[config.mk]
export PLATFORM = sky130hd
export DESIGN_NAME = sbae_div
export DESIGN_NICKNAME = d
export VERILOG_FILES = /design/src/sv/sbae_pkg.sv /design/src/sv/sbae_div.sv
export SDC_FILE = /design/constraint.sdc
export NUM_CORES = 1
export LEC_CHECK = 0
export BUFFER_PORTS_ARGS = -buffer_cell sky130_fd_sc_hd__buf_2
export CELL_PAD_IN_SITES_DETAIL_PLACEMENT = 1
export CELL_PAD_IN_SITES_GLOBAL_PLACEMENT = 2
export CORE_ASPECT_RATIO = 0.6
export CORE_MARGIN = 2
export CORE_UTILIZATION = 37
export DETAILED_ROUTE_END_ITERATION = 8
export PLACE_DENSITY_LB_ADDON = 0.1
export SETUP_SLACK_MARGIN = 0.02
export SLEW_MARGIN = 30
export SYNTH_ARGS = -nofsm -noshare
export SYNTH_HDL_FRONTEND = slang
export SYNTH_SLANG_ARGS = --single-unit
[constraint.sdc]
create_clock -name clk -period 4.7 [get_ports clk]
set_input_delay 0.94 -clock clk [delete_from_list [all_inputs] [get_ports clk]]
set_output_delay 0.94 -clock clk [all_outputs]
set_load 0.02 [all_outputs]
[src/sv/sbae_pkg.sv]
`timescale 1ns / 1ps
// ----------------------------------------------------------------------------
// sbae_pkg
// shared word types, instruction kinds and state codes for the byte alu
// execute unit
// ----------------------------------------------------------------------------
package sbae_pkg;

  localparam int unsigned DataW = 8;
  localparam int unsigned AddrW = 16;
  localparam int unsigned RegIdxW = 2;
  localparam logic [DataW-1:0] SatMax = 8'hFF;

  // instruction kinds
  typedef enum logic [4:0] {
    K_MOVIMM   = 5'd0,
    K_STORE    = 5'd1,
    K_LOAD     = 5'd2,
    K_ADDR     = 5'd3,
    K_ADDI     = 5'd4,
    K_SUBR     = 5'd5,
    K_SUBI     = 5'd6,
    K_MULR     = 5'd7,
    K_MULI     = 5'd8,
    K_DIVR     = 5'd9,
    K_DIVI     = 5'd10,
    K_OUT      = 5'd11,
    K_STOREIMM = 5'd12,
    K_CLRREG   = 5'd13,
    K_CLRMEM   = 5'd14,
    K_CMP      = 5'd15,
    K_JMP      = 5'd16,
    K_JZ       = 5'd17,
    K_JCOND    = 5'd18
  } kind_t;

  // flag codes
  localparam logic [1:0] FlagNone  = 2'd0;
  localparam logic [1:0] FlagEqual = 2'd1;
  localparam logic [1:0] FlagOver  = 2'd2;
  localparam logic [1:0] FlagLess  = 2'd3;

  // jump conditions
  localparam logic [1:0] CondZero    = 2'd0;
  localparam logic [1:0] CondGreater = 2'd1;
  localparam logic [1:0] CondLess    = 2'd2;

  typedef struct packed {
    logic [4:0]       kind;
    logic [7:0]       first_reg;
    logic [7:0]       second_reg;
    logic [DataW-1:0] immediate;
    logic [AddrW-1:0] address;
    logic [1:0]       jump_cond;
  } in_word_t;

  typedef struct packed {
    logic [DataW-1:0] out_value;
    logic [1:0]       flags_now;
    logic             jump_taken;
    logic [AddrW-1:0] jump_target;
    logic             bad_register;
  } out_word_t;

  // divider handshake toward the sequencer
  typedef struct packed {
    logic busy;
    logic done;
  } div_status_t;

  // sequencer states
  typedef enum logic [3:0] {
    S_IDLE = 4'b0001,
    S_EXEC = 4'b0010,
    S_DIV  = 4'b0100,
    S_DONE = 4'b1000
  } state_t;

endpackage

[src/sv/sbae_div.sv]
`timescale 1ns / 1ps
// ----------------------------------------------------------------------------
// sbae_div
// restoring byte divider, one quotient bit per cycle
// ----------------------------------------------------------------------------
module sbae_div
  import sbae_pkg::*;
(
  input  logic             clk,
  input  logic             rst_n,
  input  logic             start,
  input  logic [DataW-1:0] dividend,
  input  logic [DataW-1:0] divisor,
  output div_status_t      status,
  output logic [DataW-1:0] quotient
);

  logic [DataW-1:0] rem_r, rem_nxt;
  logic [DataW-1:0] quot_r, quot_nxt;
  logic [DataW-1:0] dvs_r;
  logic [2:0]       cnt_r, cnt_nxt;
  logic             busy_r, busy_nxt;
  logic             done_r, done_nxt;
  logic [DataW:0]   trial;
  logic [DataW:0]   diff;
  logic             ge;

  // a zero divisor always subtracts, giving an all-ones quotient
  assign trial = {rem_r, quot_r[DataW-1]};
  assign diff  = trial - {1'b0, dvs_r};
  assign ge    = (trial >= {1'b0, dvs_r});

  always_comb begin
    rem_nxt  = rem_r;
    quot_nxt = quot_r;
    cnt_nxt  = cnt_r;
    busy_nxt = busy_r;
    done_nxt = 1'b0;
    if (start) begin
      rem_nxt  = '0;
      quot_nxt = dividend;
      cnt_nxt  = '0;
      busy_nxt = 1'b1;
    end else if (busy_r) begin
      rem_nxt  = ge ? diff[DataW-1:0] : trial[DataW-1:0];
      quot_nxt = {quot_r[DataW-2:0], ge};
      cnt_nxt  = cnt_r + 3'd1;
      if (cnt_r == 3'd7) begin
        busy_nxt = 1'b0;
        done_nxt = 1'b1;
      end
    end
  end

  always_ff @(posedge clk) begin
    if (!rst_n) begin
      busy_r <= 1'b0;
      done_r <= 1'b0;
      cnt_r  <= '0;
    end else begin
      busy_r <= busy_nxt;
      done_r <= done_nxt;
      cnt_r  <= cnt_nxt;
    end
  end

  always_ff @(posedge clk) begin
    rem_r  <= rem_nxt;
    quot_r <= quot_nxt;
    if (start) begin
      dvs_r <= divisor;
    end
  end

  assign status.busy = busy_r;
  assign status.done = done_r;
  assign quotient    = quot_r;

endmodule

Word level (Yosys, flattened, before mapping)
Index checks and enable logic that the tools add are counted.
{"block": "classes", "add_sub_neg": 2, "multipliers": 0, "div_mod_pow": 0, "order_cmp": 1, "eq_ne": 1, "n_shift": 0, "muxes": 7, "n_bitwise": 2, "n_reduce_logical": 3}
{"cell": "$mux W8", "n": 3}
{"cell": "$ge A9 B8 Y1", "n": 1}
{"cell": "$sub A8 B8 Y8", "n": 1}
{"cell": "$mux W1", "n": 4}
{"cell": "$add A3 B1 Y3 const B", "n": 1}
{"cell": "$eq A3 B3 Y1 const B", "n": 1}
{"cell": "$reduce_or A3 Y1", "n": 1}
{"cell": "$not A1 Y1", "n": 2}
{"cell": "$reduce_bool A2 Y1", "n": 1}
{"cell": "$reduce_or A2 Y1", "n": 1}
{"block": "word_totals", "reg_bits": 29, "latchBits": 0, "mem_bits_rw": 0, "mem_bits_ro": 0, "input_bits": 19, "out_inout_bits": 10, "wordCells": 22, "n_memories": 0}

Longest topological paths before layout
Gate-level depths: netlist of the first run.
{"block": "logic_depth", "ltp_word": 4, "mapped_depth": 9, "ltp_nobuf": 8}

Least setup slack after synthesis of the first run
OpenSTA, ideal clock, no wires.
{"block": "synth_path", "path_type": "register to register", "start": "register quot_r[7], in the netlist quotient[7]", "end": "register quot_r[0], in the netlist quotient[0] (data pin)", "setup_time_ns": 0.260, "t_arrival_ns": 1.931, "required_ns": 4.440, "path_slack_ns": 2.509, "stages_incl_launch_ff": 9, "path_buffers": 1, "synth_period_minus_slack_ns": 2.191, "cell_sequence": "edfxtp_1 -> inv_1 -> ha_1 -> nand2b_1 -> a21oi_1 -> o31a_1 -> buf_2 -> or2_1 -> mux2_2"}
{"block": "synth_between", "elab_chain_cells": 3}
{"element": "from (decl)", "line": "sbae_div.sv:19", "rtl": "logic [DataW-1:0] quot_r, quot_nxt;"}
{"element": "from (signal assigned)", "line": "sbae_div.sv:69", "rtl": "quot_r <= quot_nxt;"}
{"element": "$ge A9 B8 Y1", "line": "sbae_div.sv:31", "rtl": "assign ge = (trial >= {1'b0, dvs_r});"}
{"element": "$mux W8", "line": "sbae_div.sv:44", "rtl": "end else if (busy_r) begin"}
{"element": "$mux W8", "line": "sbae_div.sv:39", "rtl": "if (start) begin"}
{"element": "via quot_nxt[0]", "line": "sbae_div.sv:19"}
The timed path passes the listed nets, and every way through them passes these cells. The select of a mux whose other input is x is not followed.
A chain may end at the register's enable or synchronous reset.

Final worst setup path of the first run
{"block": "layout_path", "start": "register dvs_r[4]", "end": "register quot_r[0], in the netlist quotient[0] (data pin)"}
{"block": "layout_between", "elab_chain_cells": 3}
{"element": "from (decl)", "line": "sbae_div.sv:20", "rtl": "logic [DataW-1:0] dvs_r;"}
{"element": "from (signal assigned)", "line": "sbae_div.sv:71", "rtl": "dvs_r <= divisor;"}
{"element": "$ge A9 B8 Y1", "line": "sbae_div.sv:31"}
{"element": "$mux W8", "line": "sbae_div.sv:44"}
{"element": "$mux W8", "line": "sbae_div.sv:39"}
{"element": "via quot_nxt[0]", "line": "sbae_div.sv:19"}
The timed path passes the listed nets, and every way through them passes these cells. The select of a mux whose other input is x is not followed.

==> results of run 1 <==
-- logic make-up (layout without fill, tap and decap cells) --
logic type | after synthesis | count (layout)
AO/OA/AOI/OAI | 38 | 38
XOR/XNOR | 4 | 4
flip-flops | 29 | 29
buffers and inverters | 24 | 51
adder cells (fa/ha/maj) | 11 | 11
multiplexers | 10 | 10
AND/OR/NAND/NOR | 43 | 43
-- worst max-delay path: stages (launching register included) --
cell and delay, ns:
edfxtp_1 0.32, inv_1 0.05, ha_1 0.38, nand4_1 0.13, nor2_1 0.05, o41a_1 0.53, or2_1 0.35, mux2_2 0.28
-- synthesized netlist by cell type, types with 2 or more instances --
library cell / number / area (um2)
edfxtp_1: 16 / 480
inv_1: 15 / 56.3
nor2_1: 14 / 52.6
dfxtp_1: 13 / 260
ha_1: 10 / 125
mux2_2: 8 / 90.1
a21oi_1: 6 / 30.0
nand2_1: 6 / 22.5
clkbuf_1: 5 / 18.8
nand2b_1: 5 / 31.3
a311oi_1: 4 / 35.0
o21ai_0: 4 / 20.0
a21o_1: 3 / 22.5
nor2b_1: 3 / 18.8
nor3_1: 3 / 15.0
o211ai_1: 3 / 22.5
o21a_1: 3 / 22.5
o21ai_1: 3 / 15.0
xor2_1: 3 / 26.3
buf_2: 2 / 10.0
buf_4: 2 / 15.0
mux2i_1: 2 / 20.0
nand3b_1: 2 / 15.0
nor4b_1: 2 / 17.5
o31a_1: 2 / 17.5
or3b_1: 2 / 17.5
-- final cells by class --
cell class,instances,area (um2),share of cell area
multi-input combinational,106,801,0.419
clock buffer,6,82.6,0.0433
timing repair buffer,28,140,0.0734
tap,60,75.1,0.0393
inverter,15,56.3,0.0295
sequential,29,741,0.388
clock inverter,2,13.8,0.00721
-- metrics by stage --
| stage | util | std cells | setup slack, ns | cell area [um2] |
|---|---|---|---|---|
| CTS | 0.456 | 246 | 2.35 | 1910 |
| global placement | 0.433 | 238 | 2.40 | 1810 |
| finish | 0.456 | 246 | 2.36 | 1910 |
| detailed placement | 0.433 | 238 | 2.34 | 1810 |
| global route | 0.456 | 246 | 2.23 | 1910 |
| floorplan | - | 159 | 2.51 | 1640 |
-- registers in the layout, summed over array words and instances, names as in the netlist --
register / cells
cnt_r: 3
dvs_r: 8
busy_r: 1
quotient: 8
done_r: 1
rem_r: 8
-- power by group --
group          switching (W)  internal (W)
Clock               0.000104      0.000118
Combinational      0.0000919     0.0000632
Sequential         0.0000159      0.000291
Total               0.000212      0.000473
-- worst paths after layout --
path,start,end,slack (ns),cells past startpoint
max reg2reg,dvs_r[4],quotient[0],2.36,7
min,cnt_r[1],cnt_r[1],0.51,2
min reg2reg,cnt_r[1],cnt_r[1],0.51,2
max,dvs_r[4],quotient[0],2.36,7
-- metal layers --
layer  vias to the layer above  GRT usage  share of wire  wire (um)
li1                        634          -              -          -
met1                       593      0.261           0.54       2130
met2                        24      0.242           0.38       1500
met3                         4     0.0732          0.060        236
met4                         0     0.0527          0.012         48
met5                         -          0              0          0
-- cell usage in the layout (no fill, tap or decap), types with 4 or more instances in the layout --
cell type,instances
a21oi_1,6
a311oi_1,4
buf_2,28
clkbuf_8,6
dfxtp_1,13
edfxtp_1,16
ha_1,10
inv_1,15
mux2_2,8
nand2_1,6
nand2b_1,5
nor2_1,14
o21ai_0,4
==> impl_results.md, run 1 <==
* Status: completed
* DRC at 0
* Vias in the first global route at 1344
* Reg clk slew, reported paths at 0.07 ns
* Total Neg Setup Slack at 0 ns
* Hold buffer count at CTS at 0
* Max Clock Skew at 0.0137 ns
* Post-CTS Resized at 0
* Final Power at 0.000684 W
* Critical Path AT at 2.38 ns
* Mux contribution to synthesized area at 0.0671
* Hold Crit Class: flop to flop
* Starting density of the core at 0.392
* Flops & latches, synth at 29
* RePlAce Congestion at 0.831
* Power Dens Cells at 358 nW/um2
* H-tree Lvls at 2
* Die H at 55.6 um
* First DRT Iteration DRCs at 60
* Layout area overhead at 16.3%
* CP required at 4.74 ns
* Syn Inst Count at 159
* Clk sinks at 29
* Simple-gate share of the synthesized area at 0.139
* Core region area at 4190 um2
* Initial antenna violation count at 0
* Syn_area_per_cell at 10.3 um2
* Routed WL at 3920 um
* Largest family of logic cells by synthesized area: compound AO/OA/AOI/OAI gates
* Dpl hpwl at 2900 um
* CTS root buf: clkbuf_8
* Worst-Margin Slew at 0.719 ns
* Total setup buffers inserted after CTS at 0
* Final hold violations at 0
* Ports at 29
* Setup Viol. Count Final at 0
* Ys flop type: edfxtp_1
* Worst setup path class: flop to flop
* Crit end category: flop
* Slew Viols, Final at 0
* Tot GR Track Use at 0.180
* Unrepaired setup endpoints after global routing: false
* DR pass1 iterations at 4
* Final ANT Viol Nets at 0
* Syn nets at 189
* Latest clock arrival within the worst-skew pair at 0.29 ns
* First-pass GRT wire length at 6880 um
* Clk buf depth at 2
* Largest net degree at the start of global routing at 28
* Diodes inserted at 0
* DIE AREA at 5000 um2
* TritonCTS clock tree: done
* IO Port Bufs at 28
* Async set-reset flop share out of synthesis at 0
* Max Cap Violations at 0
* Post-synthesis xor/xnor area fraction at 0.0213
* Compound-Gate Fraction of Synth Area at 0.171
* Post-synthesis sequential area ratio at 0.451
* Pleak at 0.809 nW
* Achievable frequency at 427 MHz
* Via density at 5.10
* Max Fanout on Critical Path at 13
* Worst Setup Start Kind: flop
* Post-Synthesis Cell Area at 1640 um2
* Synth warn at 0
* CTS Buf Count at 5
* Peak VDD IR at 0.222 mV
* Max-slew headroom at 0.520
* Layout cell share with drive strength beyond 1 at 0.242
* Total gr overflow at 0
* Adder-cell area share of the yosys netlist at 0.0884
* Final worst path period share at 0.499
* Routed wire per std cell at 15.9 um
* Fill cell count at 489
* Die X at 90.0 um
* Post-synth EDFFs at 16
* Site row count at 18
* Distinct cells, synth at 44
* # nets final at 215
* Minimum clock period at 2.34 ns
* Vias at 1255
* WHS at 0.510 ns
(Power assumes the default switching activity.)
==> inputs of run 2 (changes only) <==
--- a/config.mk
+++ b/config.mk
@@ -10,7 +10,7 @@
 export CELL_PAD_IN_SITES_GLOBAL_PLACEMENT = 2
 export CORE_ASPECT_RATIO = 0.6
 export CORE_MARGIN = 2
-export CORE_UTILIZATION = 37
+export CORE_UTILIZATION = 31
 export DETAILED_ROUTE_END_ITERATION = 8
 export PLACE_DENSITY_LB_ADDON = 0.1
 export SETUP_SLACK_MARGIN = 0.02
==> constraint.sdc (replaced) <==
create_clock -name clk -period 2.1 [get_ports clk]
set_input_delay 0.42 -clock clk [delete_from_list [all_inputs] [get_ports clk]]
set_output_delay 0.42 -clock clk [all_outputs]
set_load 0.02 [all_outputs]
==> run 2 against run 1 <==
Against the previous run:
- routed wire length rose by 12%
- count of clock-buffer cells in the layout did not move
- maximum frequency rose by 13%
- flip-flop and latch count did not move
- via count rose by 8.0%
- register-to-register slack got worse by 2.3 ns
- clock skew fell by 0.0068 ns
- critical endpoint unchanged
==> impl_results.md, run 2 (synthesized netlist as in run 1, its figures left out) <==
* Achievable frequency at 483 MHz (was 427 MHz)
* CTS root buf: clkbuf_8 (unchanged)
* Site row count at 20 (was 18)
* Final ANT Viol Nets at 0 (unchanged)
* Met3 Use GR at 0.0495 (was 0.0732)
* Worst setup path class: flop to flop (unchanged)
* Vias at 1356 (was 1255)
* CTS Buf Count at 5 (unchanged)
* Worst Setup Start Kind: flop (unchanged)
* Sequential Area at 741 um2 (unchanged)
* Clk buf depth at 2 (unchanged)
* Worst-Margin Slew at 0.461 ns (was 0.719 ns)
* DIE AREA at 5910 um2 (was 5000 um2)
* Power Dens Cells at 733 nW/um2 (was 358 nW/um2)
* Dpl hpwl at 3280 um (was 2900 um)
* Status: completed (unchanged)
* Total Neg Setup Slack at 0 ns (unchanged)
* Most Crowded Layer GR: met2 (was met1)
* Latest clock arrival within the worst-skew pair at 0.29 ns (about the same)
* Worst path cell trace: inv_2 -> ha_4 -> nand4_1 -> nor2_2 -> o41a_1 -> or2_4 -> mux2_2 (was inv_1 -> ha_1 -> nand4_1 -> nor2_1 -> o41a_1 -> or2_1 -> mux2_2)
* Placed inst area at 1970 um2 (was 1810 um2)
* Starting density of the core at 0.323 (was 0.392)
* Clk sinks at 29 (unchanged)
* Multi-input gate area at 932 um2 (was 801 um2)
* Pleak at 0.922 nW (was 0.809 nW)
* First-pass GRT wire length at 6860 um (was 6880 um)
* Hold Crit Class: input pin to flop (was flop to flop)
* Max Cap Violations at 0 (unchanged)
* Diodes inserted at 0 (unchanged)
* Most common cell after layout, fill and taps aside: buf_2 (unchanged)
* H-tree Lvls at 2 (unchanged)
* RePlAce Congestion at 0.823 (was 0.831)
* Max Clock Skew at 0.00685 ns (was 0.0137 ns)
* Critical Path AT at 2.11 ns (was 2.38 ns)
* CP required at 2.14 ns (was 4.74 ns)
* Reg2reg setup slack at 0.03 ns (was 2.36 ns)
* Minimum clock period at 2.07 ns (was 2.34 ns)
* Vias in the first global route at 1373 (was 1344)
* Routed wire per std cell at 16.1 um (was 15.9 um)
* Layout cell share with drive strength beyond 1 at 0.415 (was 0.242)
* Final worst path period share at 0.985 (was 0.499)
* Max Fanout on Critical Path at 5 (was 13)
* Reg clk slew, reported paths at 0.07 ns (about the same)
* Die H at 60.4 um (was 55.6 um)
* Hold buffer count at CTS at 0 (unchanged)
* Met2 Track Usage GR at 0.228 (was 0.242)
* Ports at 29 (unchanged)
* # nets final at 236 (was 215)
* Largest net degree at the start of global routing at 13 (was 28)
* DRC at 0 (unchanged)
* Via density at 4.97 (was 5.10)
* Final hold violations at 0 (unchanged)
* Met1 Use GR at 0.219 (was 0.261)
* DR pass1 iterations at 4 (unchanged)
* Core region area at 5080 um2 (was 4190 um2)
* Unrepaired setup endpoints after global routing: true (was false)
* Design Area, Final at 2200 um2 (was 1910 um2)
* Peak VDD IR at 0.301 mV (was 0.222 mV)
* Die X at 97.9 um (was 90.0 um)
* TritonCTS clock tree: done (unchanged)
* Inst Count DP at 262 (was 238)
* Max-slew headroom at 0.692 (was 0.520)
* IO Port Bufs at 28 (unchanged)
* Routed WL at 4390 um (was 3920 um)
* Worst path max stage delay at 0.45 ns (was 0.53 ns)
* Slowest CP cell: o41a_1 (unchanged)
* Layout area overhead at 33.8% (was 16.3%)
* Total gr overflow at 0 (unchanged)
* Post-Route Utilization at 0.432 (was 0.456)
* Tot GR Track Use at 0.156 (was 0.180)
* Fill cell count at 571 (was 489)
* Slew Viols, Final at 0 (unchanged)
* First DRT Iteration DRCs at 44 (was 60)
* Commonest cells after routing, fill and taps aside: buf_2, buf_4, edfxtp_1, nor2_1, dfxtp_1 (was buf_2, edfxtp_1, inv_1, nor2_1, dfxtp_1)
* Crit end category: flop (unchanged)
* Fin cells at 273 (was 246)
* Setup Viol. Count Final at 0 (unchanged)
* Initial antenna violation count at 0 (unchanged)
[run 2: cell types whose count changed in the layout (fill, tap and decap cells not counted), sizes merged]
cell  delta
buf     +21
[run 2: area by class of cell]
cell class,count,area share
multi-input cells,106,0.425
well taps,66,0.0376
clock buffers,6,0.0330
repair buffers,49,0.137
inverters,15,0.0256
flip-flops and latches,29,0.337
clock inverters,2,0.00456
[run 2: critical path: cells and delay by family (launching register included)]
| kind | cells | cell delay, ns |
|---|---|---|
| multiplexers | 1 | 0.25 |
| adder cells (fa/ha/maj) | 1 | 0.20 |
| AO/OA/AOI/OAI | 1 | 0.45 |
| buffers and inverters | 1 | 0.09 |
| flip-flops | 1 | 0.41 |
| AND/OR/NAND/NOR | 3 | 0.42 |
[run 2: what timing repair did]
item / 4_1_cts / 5_1_grt
endpoints found under the setup margin: 4 / 9
gates resized for setup: 4 / 18
setup buffers: 1 / 2
pin swaps: 0 / 7
[run 2: layer usage]
| metal | share of wire | up-vias | wire, um |
|---|---|---|---|
| li1 | - | 673 | - |
| met1 | 0.52 | 657 | 2280 |
| met2 | 0.43 | 22 | 1900 |
| met3 | 0.037 | 4 | 162 |
| met4 | 0.011 | 0 | 50 |
| met5 | 0 | - | 0 |
[run 2: worst paths after layout]
check	startpoint	to	cells after the start
min	divisor[4]	dvs_r[4]	1
max reg2reg	quotient[7]	quotient[0]	7
max	quotient[7]	quotient[0]	7
min reg2reg	cnt_r[2]	cnt_r[2]	2
[run 2: per-stage QoR]
stage	power (W)	setup slack (ns)	hold WS, ns
floorplan	0.000947	0.0156	0.451
CTS	0.00158	0.0109	0.297
global route	0.00171	-0.0419	0.285
finish	0.00161	0.0317	0.305
global placement	0.00109	0.0300	0.480
detailed placement	0.00110	-0.00477	0.494
[run 2: where the power goes]
part           internal, W  switching (W)  total, W
combinational     0.000223       0.000241  0.000464
sequential        0.000651      0.0000373  0.000689
clock             0.000229       0.000229  0.000458
total              0.00110       0.000507   0.00161
==> inputs of run 3 (changes only) <==
--- a/config.mk
+++ b/config.mk
@@ -8,13 +8,13 @@
 export BUFFER_PORTS_ARGS = -buffer_cell sky130_fd_sc_hd__buf_2
 export CELL_PAD_IN_SITES_DETAIL_PLACEMENT = 1
 export CELL_PAD_IN_SITES_GLOBAL_PLACEMENT = 2
-export CORE_ASPECT_RATIO = 0.6
+export CORE_ASPECT_RATIO = 1.2
 export CORE_MARGIN = 2
 export CORE_UTILIZATION = 31
 export DETAILED_ROUTE_END_ITERATION = 8
 export PLACE_DENSITY_LB_ADDON = 0.1
+export REMOVE_ABC_BUFFERS = 1
 export SETUP_SLACK_MARGIN = 0.02
-export SLEW_MARGIN = 30
 export SYNTH_ARGS = -nofsm -noshare
 export SYNTH_HDL_FRONTEND = slang
 export SYNTH_SLANG_ARGS = --single-unit
==> run 3 against run 2 <==
Against the previous run:
- final cell count fell by 1.8%
- worst setup slack got worse by 0.037 ns
- routed wire length fell by 4.0%
- the flow now finishes with violations (setup timing)
- count of clock-buffer cells in the layout rose by 1
- via count fell by 0.29%
- maximum frequency fell by 1.7%
- critical endpoint unchanged
- clock power rose by 12%
- sequential share of layout area rose by 0.11 points
==> impl_results.md, run 3 (synthesized netlist as in run 1, its figures left out) <==
* Site row count at 29 (was 20)
* Design Area, Final at 2200 um2 (unchanged)
* Largest net degree at the start of global routing at 17 (was 13)
* Share of power burned in combinational logic at 0.277 (was 0.288)
* Worst setup path class: flop to flop (unchanged)
* Core region area at 5190 um2 (was 5080 um2)
* Critical Path AT at 2.13 ns (was 2.11 ns)
* Final worst path period share at 1.00 (was 0.985)
* Total gr overflow at 0 (unchanged)
* Hold Crit Class: input pin to flop (unchanged)
* Dpl hpwl at 3210 um (was 3280 um)
* TritonCTS clock tree: done (unchanged)
* First-pass GRT wire length at 7090 um (was 6860 um)
* Via density at 5.04 (was 4.97)
* Vias at 1352 (was 1356)
* Unrepaired setup endpoints after global routing: true (unchanged)
* Tot GR Track Use at 0.153 (was 0.156)
* CTS Buf Count at 5 (unchanged)
* Pleak at 0.931 nW (was 0.922 nW)
* RePlAce Congestion at 0.752 (was 0.823)
* Routed WL at 4220 um (was 4390 um)
* Commonest cells after routing, fill and taps aside: buf_2, buf_4, edfxtp_1, inv_1, nor2_1 (was buf_2, buf_4, edfxtp_1, nor2_1, dfxtp_1)
* Achievable frequency at 475 MHz (was 483 MHz)
* Max-slew headroom at 0.714 (was 0.692)
* Max Clock Skew at 0.00563 ns (was 0.00685 ns)
* Die X at 70.4 um (was 97.9 um)
* Failing checks: setup timing
* Latest clock arrival within the worst-skew pair at 0.28 ns (was 0.29 ns)
* DR pass1 iterations at 4 (unchanged)
* Net Sw Power at 0.000489 W (was 0.000507 W)
* Routed wire per std cell at 15.7 um (was 16.1 um)
* Starting density of the core at 0.316 (was 0.323)
* Layout cell share with drive strength beyond 1 at 0.403 (was 0.415)
* CTS root buf: clkbuf_8 (unchanged)
* Max Cap Violations at 0 (unchanged)
* Power Dens Cells at 754 nW/um2 (was 733 nW/um2)
* Clk sinks at 29 (unchanged)
* Status: finished with violations (was completed)
* Ports at 29 (unchanged)
* Inst Count DP at 257 (was 262)
* Die H at 83.7 um (was 60.4 um)
* Max Fanout on Critical Path at 5 (unchanged)
* Minimum clock period at 2.10 ns (was 2.07 ns)
* Layout area overhead at 33.8% (unchanged)
* Most common cell after layout, fill and taps aside: buf_2 (unchanged)
* # nets final at 235 (was 236)
* CP required at 2.13 ns (was 2.14 ns)
* Crit path capture: quotient[0] (unchanged)
* Clk buf depth at 2 (unchanged)
* IO Port Bufs at 28 (unchanged)
* Worst-Margin Slew at 0.429 ns (was 0.461 ns)
* Worst reg2reg startpoint: dvs_r[1] (was quotient[7])
* Slew Viols, Final at 0 (unchanged)
* Sw Share at 0.295 (was 0.315)
* Final hold violations at 0 (unchanged)
* First DRT Iteration DRCs at 34 (was 44)
* Diodes inserted at 0 (unchanged)
* DRC at 0 (unchanged)
* Vias in the first global route at 1471 (was 1373)
* H-tree Lvls at 2 (unchanged)
* Reg clk slew, reported paths at 0.07 ns (about the same)
* Worst Setup Start Kind: flop (unchanged)
* Final ANT Viol Nets at 0 (unchanged)
* Reg-to-Reg End: quotient[0] (unchanged)
* Initial antenna violation count at 0 (unchanged)
* DIE AREA at 5900 um2 (was 5910 um2)
* Clk network pwr share at 0.308 (was 0.284)
* Fill cell count at 606 (was 571)
* Reg2reg setup slack at -0.005 ns (was 0.03 ns)
* Worst setup path start: dvs_r[1] (was quotient[7])
* Hold buffer count at CTS at 0 (unchanged)
* Multi-input gate area at 923 um2 (was 932 um2)
* Sequential Area at 743 um2 (was 741 um2)
* Total Neg Setup Slack at -0.00477 ns (was 0 ns)
* Dpl ws at -0.0666 ns (was -0.00477 ns)
* Fin cells at 268 (was 273)
* Peak VDD IR at 0.406 mV (was 0.301 mV)
* Setup Viol. Count Final at 1 (was 0)
* Internal power at 0.00117 W (was 0.00110 W)
* Final worst slack at -0.00477 ns (was 0.0317 ns)
* Reg2Reg Depth at 7 (unchanged)
* Placed inst area at 1940 um2 (was 1970 um2)
* Seq pwr share at 0.415 (was 0.428)
* Crit end category: flop (unchanged)
-- run 3: cell count changes in the layout (fill, tap and decap cells not counted), sizes merged --
cell / change
clkinv: -1
clkbuf: +1
buf: -1
-- run 3: metal layers --
layer  vias to the layer above  global-route usage  wire length, um  part of all wire
li1                        676                   -                -                 -
met1                       653               0.189             1860              0.44
met2                        19               0.257             2200              0.52
met3                         4              0.0362              106             0.025
met4                         0              0.0577               44             0.010
met5                         -                   0                0                 0
-- run 3: layout make-up --
class / count / area share
clock inverter: 1 / 0.00228
inverter: 15 / 0.0256
tap: 62 / 0.0353
multi-input combinational: 106 / 0.421
clock buffer: 7 / 0.0439
sequential: 29 / 0.338
timing repair buffer: 48 / 0.134
-- run 3: how the worst min path moves through the flow --
stage,startpoint,endpoint,cells past startpoint
after floorplan,rem_r[1],rem_r[1],2
after global placement,cnt_r[1],cnt_r[1],2
after detailed placement,rem_r[1],rem_r[1],2
after CTS,divisor[3],dvs_r[3],1
after global routing,divisor[7],dvs_r[7],1
final,divisor[1],dvs_r[1],1
-- run 3: through the flow --
| step | hold slack (ns) | util | total power, W |
|---|---|---|---|
| 6_report | 0.310 | 0.423 | 0.00166 |
| 5_1_grt | 0.298 | 0.423 | 0.00176 |
| 4_1_cts | 0.301 | 0.398 | 0.00162 |
| 3_5_place_dp | 0.481 | 0.374 | 0.00109 |
| 3_3_place_gp | 0.480 | 0.374 | 0.00108 |
| 2_1_floorplan | 0.451 | - | 0.000925 |
-- run 3: timing repair --
action	CTS	global route
buffers inserted	1	2
pin swaps	5	9
endpoints found under the hold margin	0	0
gates resized for setup	2	19
setup endpoints to repair	6	8
-- run 3: power groups by stage --
stage	clock network [W]	registers, W	logic (W)
final	0.000511	0.000687	0.000458
after CTS	0.000530	0.000681	0.000408
after global routing	0.000561	0.000694	0.000509
after global placement	0	0.000690	0.000391
after floorplan	0	0.000712	0.000212
after detailed placement	0	0.000692	0.000399
-- run 3: critical path, stage by stage, from the launching register on --
cell and delay [ns]:
edfxtp_1 0.42, inv_2 0.09, ha_4 0.20, nand4_1 0.08, nor2_1 0.06, o41a_1 0.45, or2_1 0.28, mux2_2 0.26
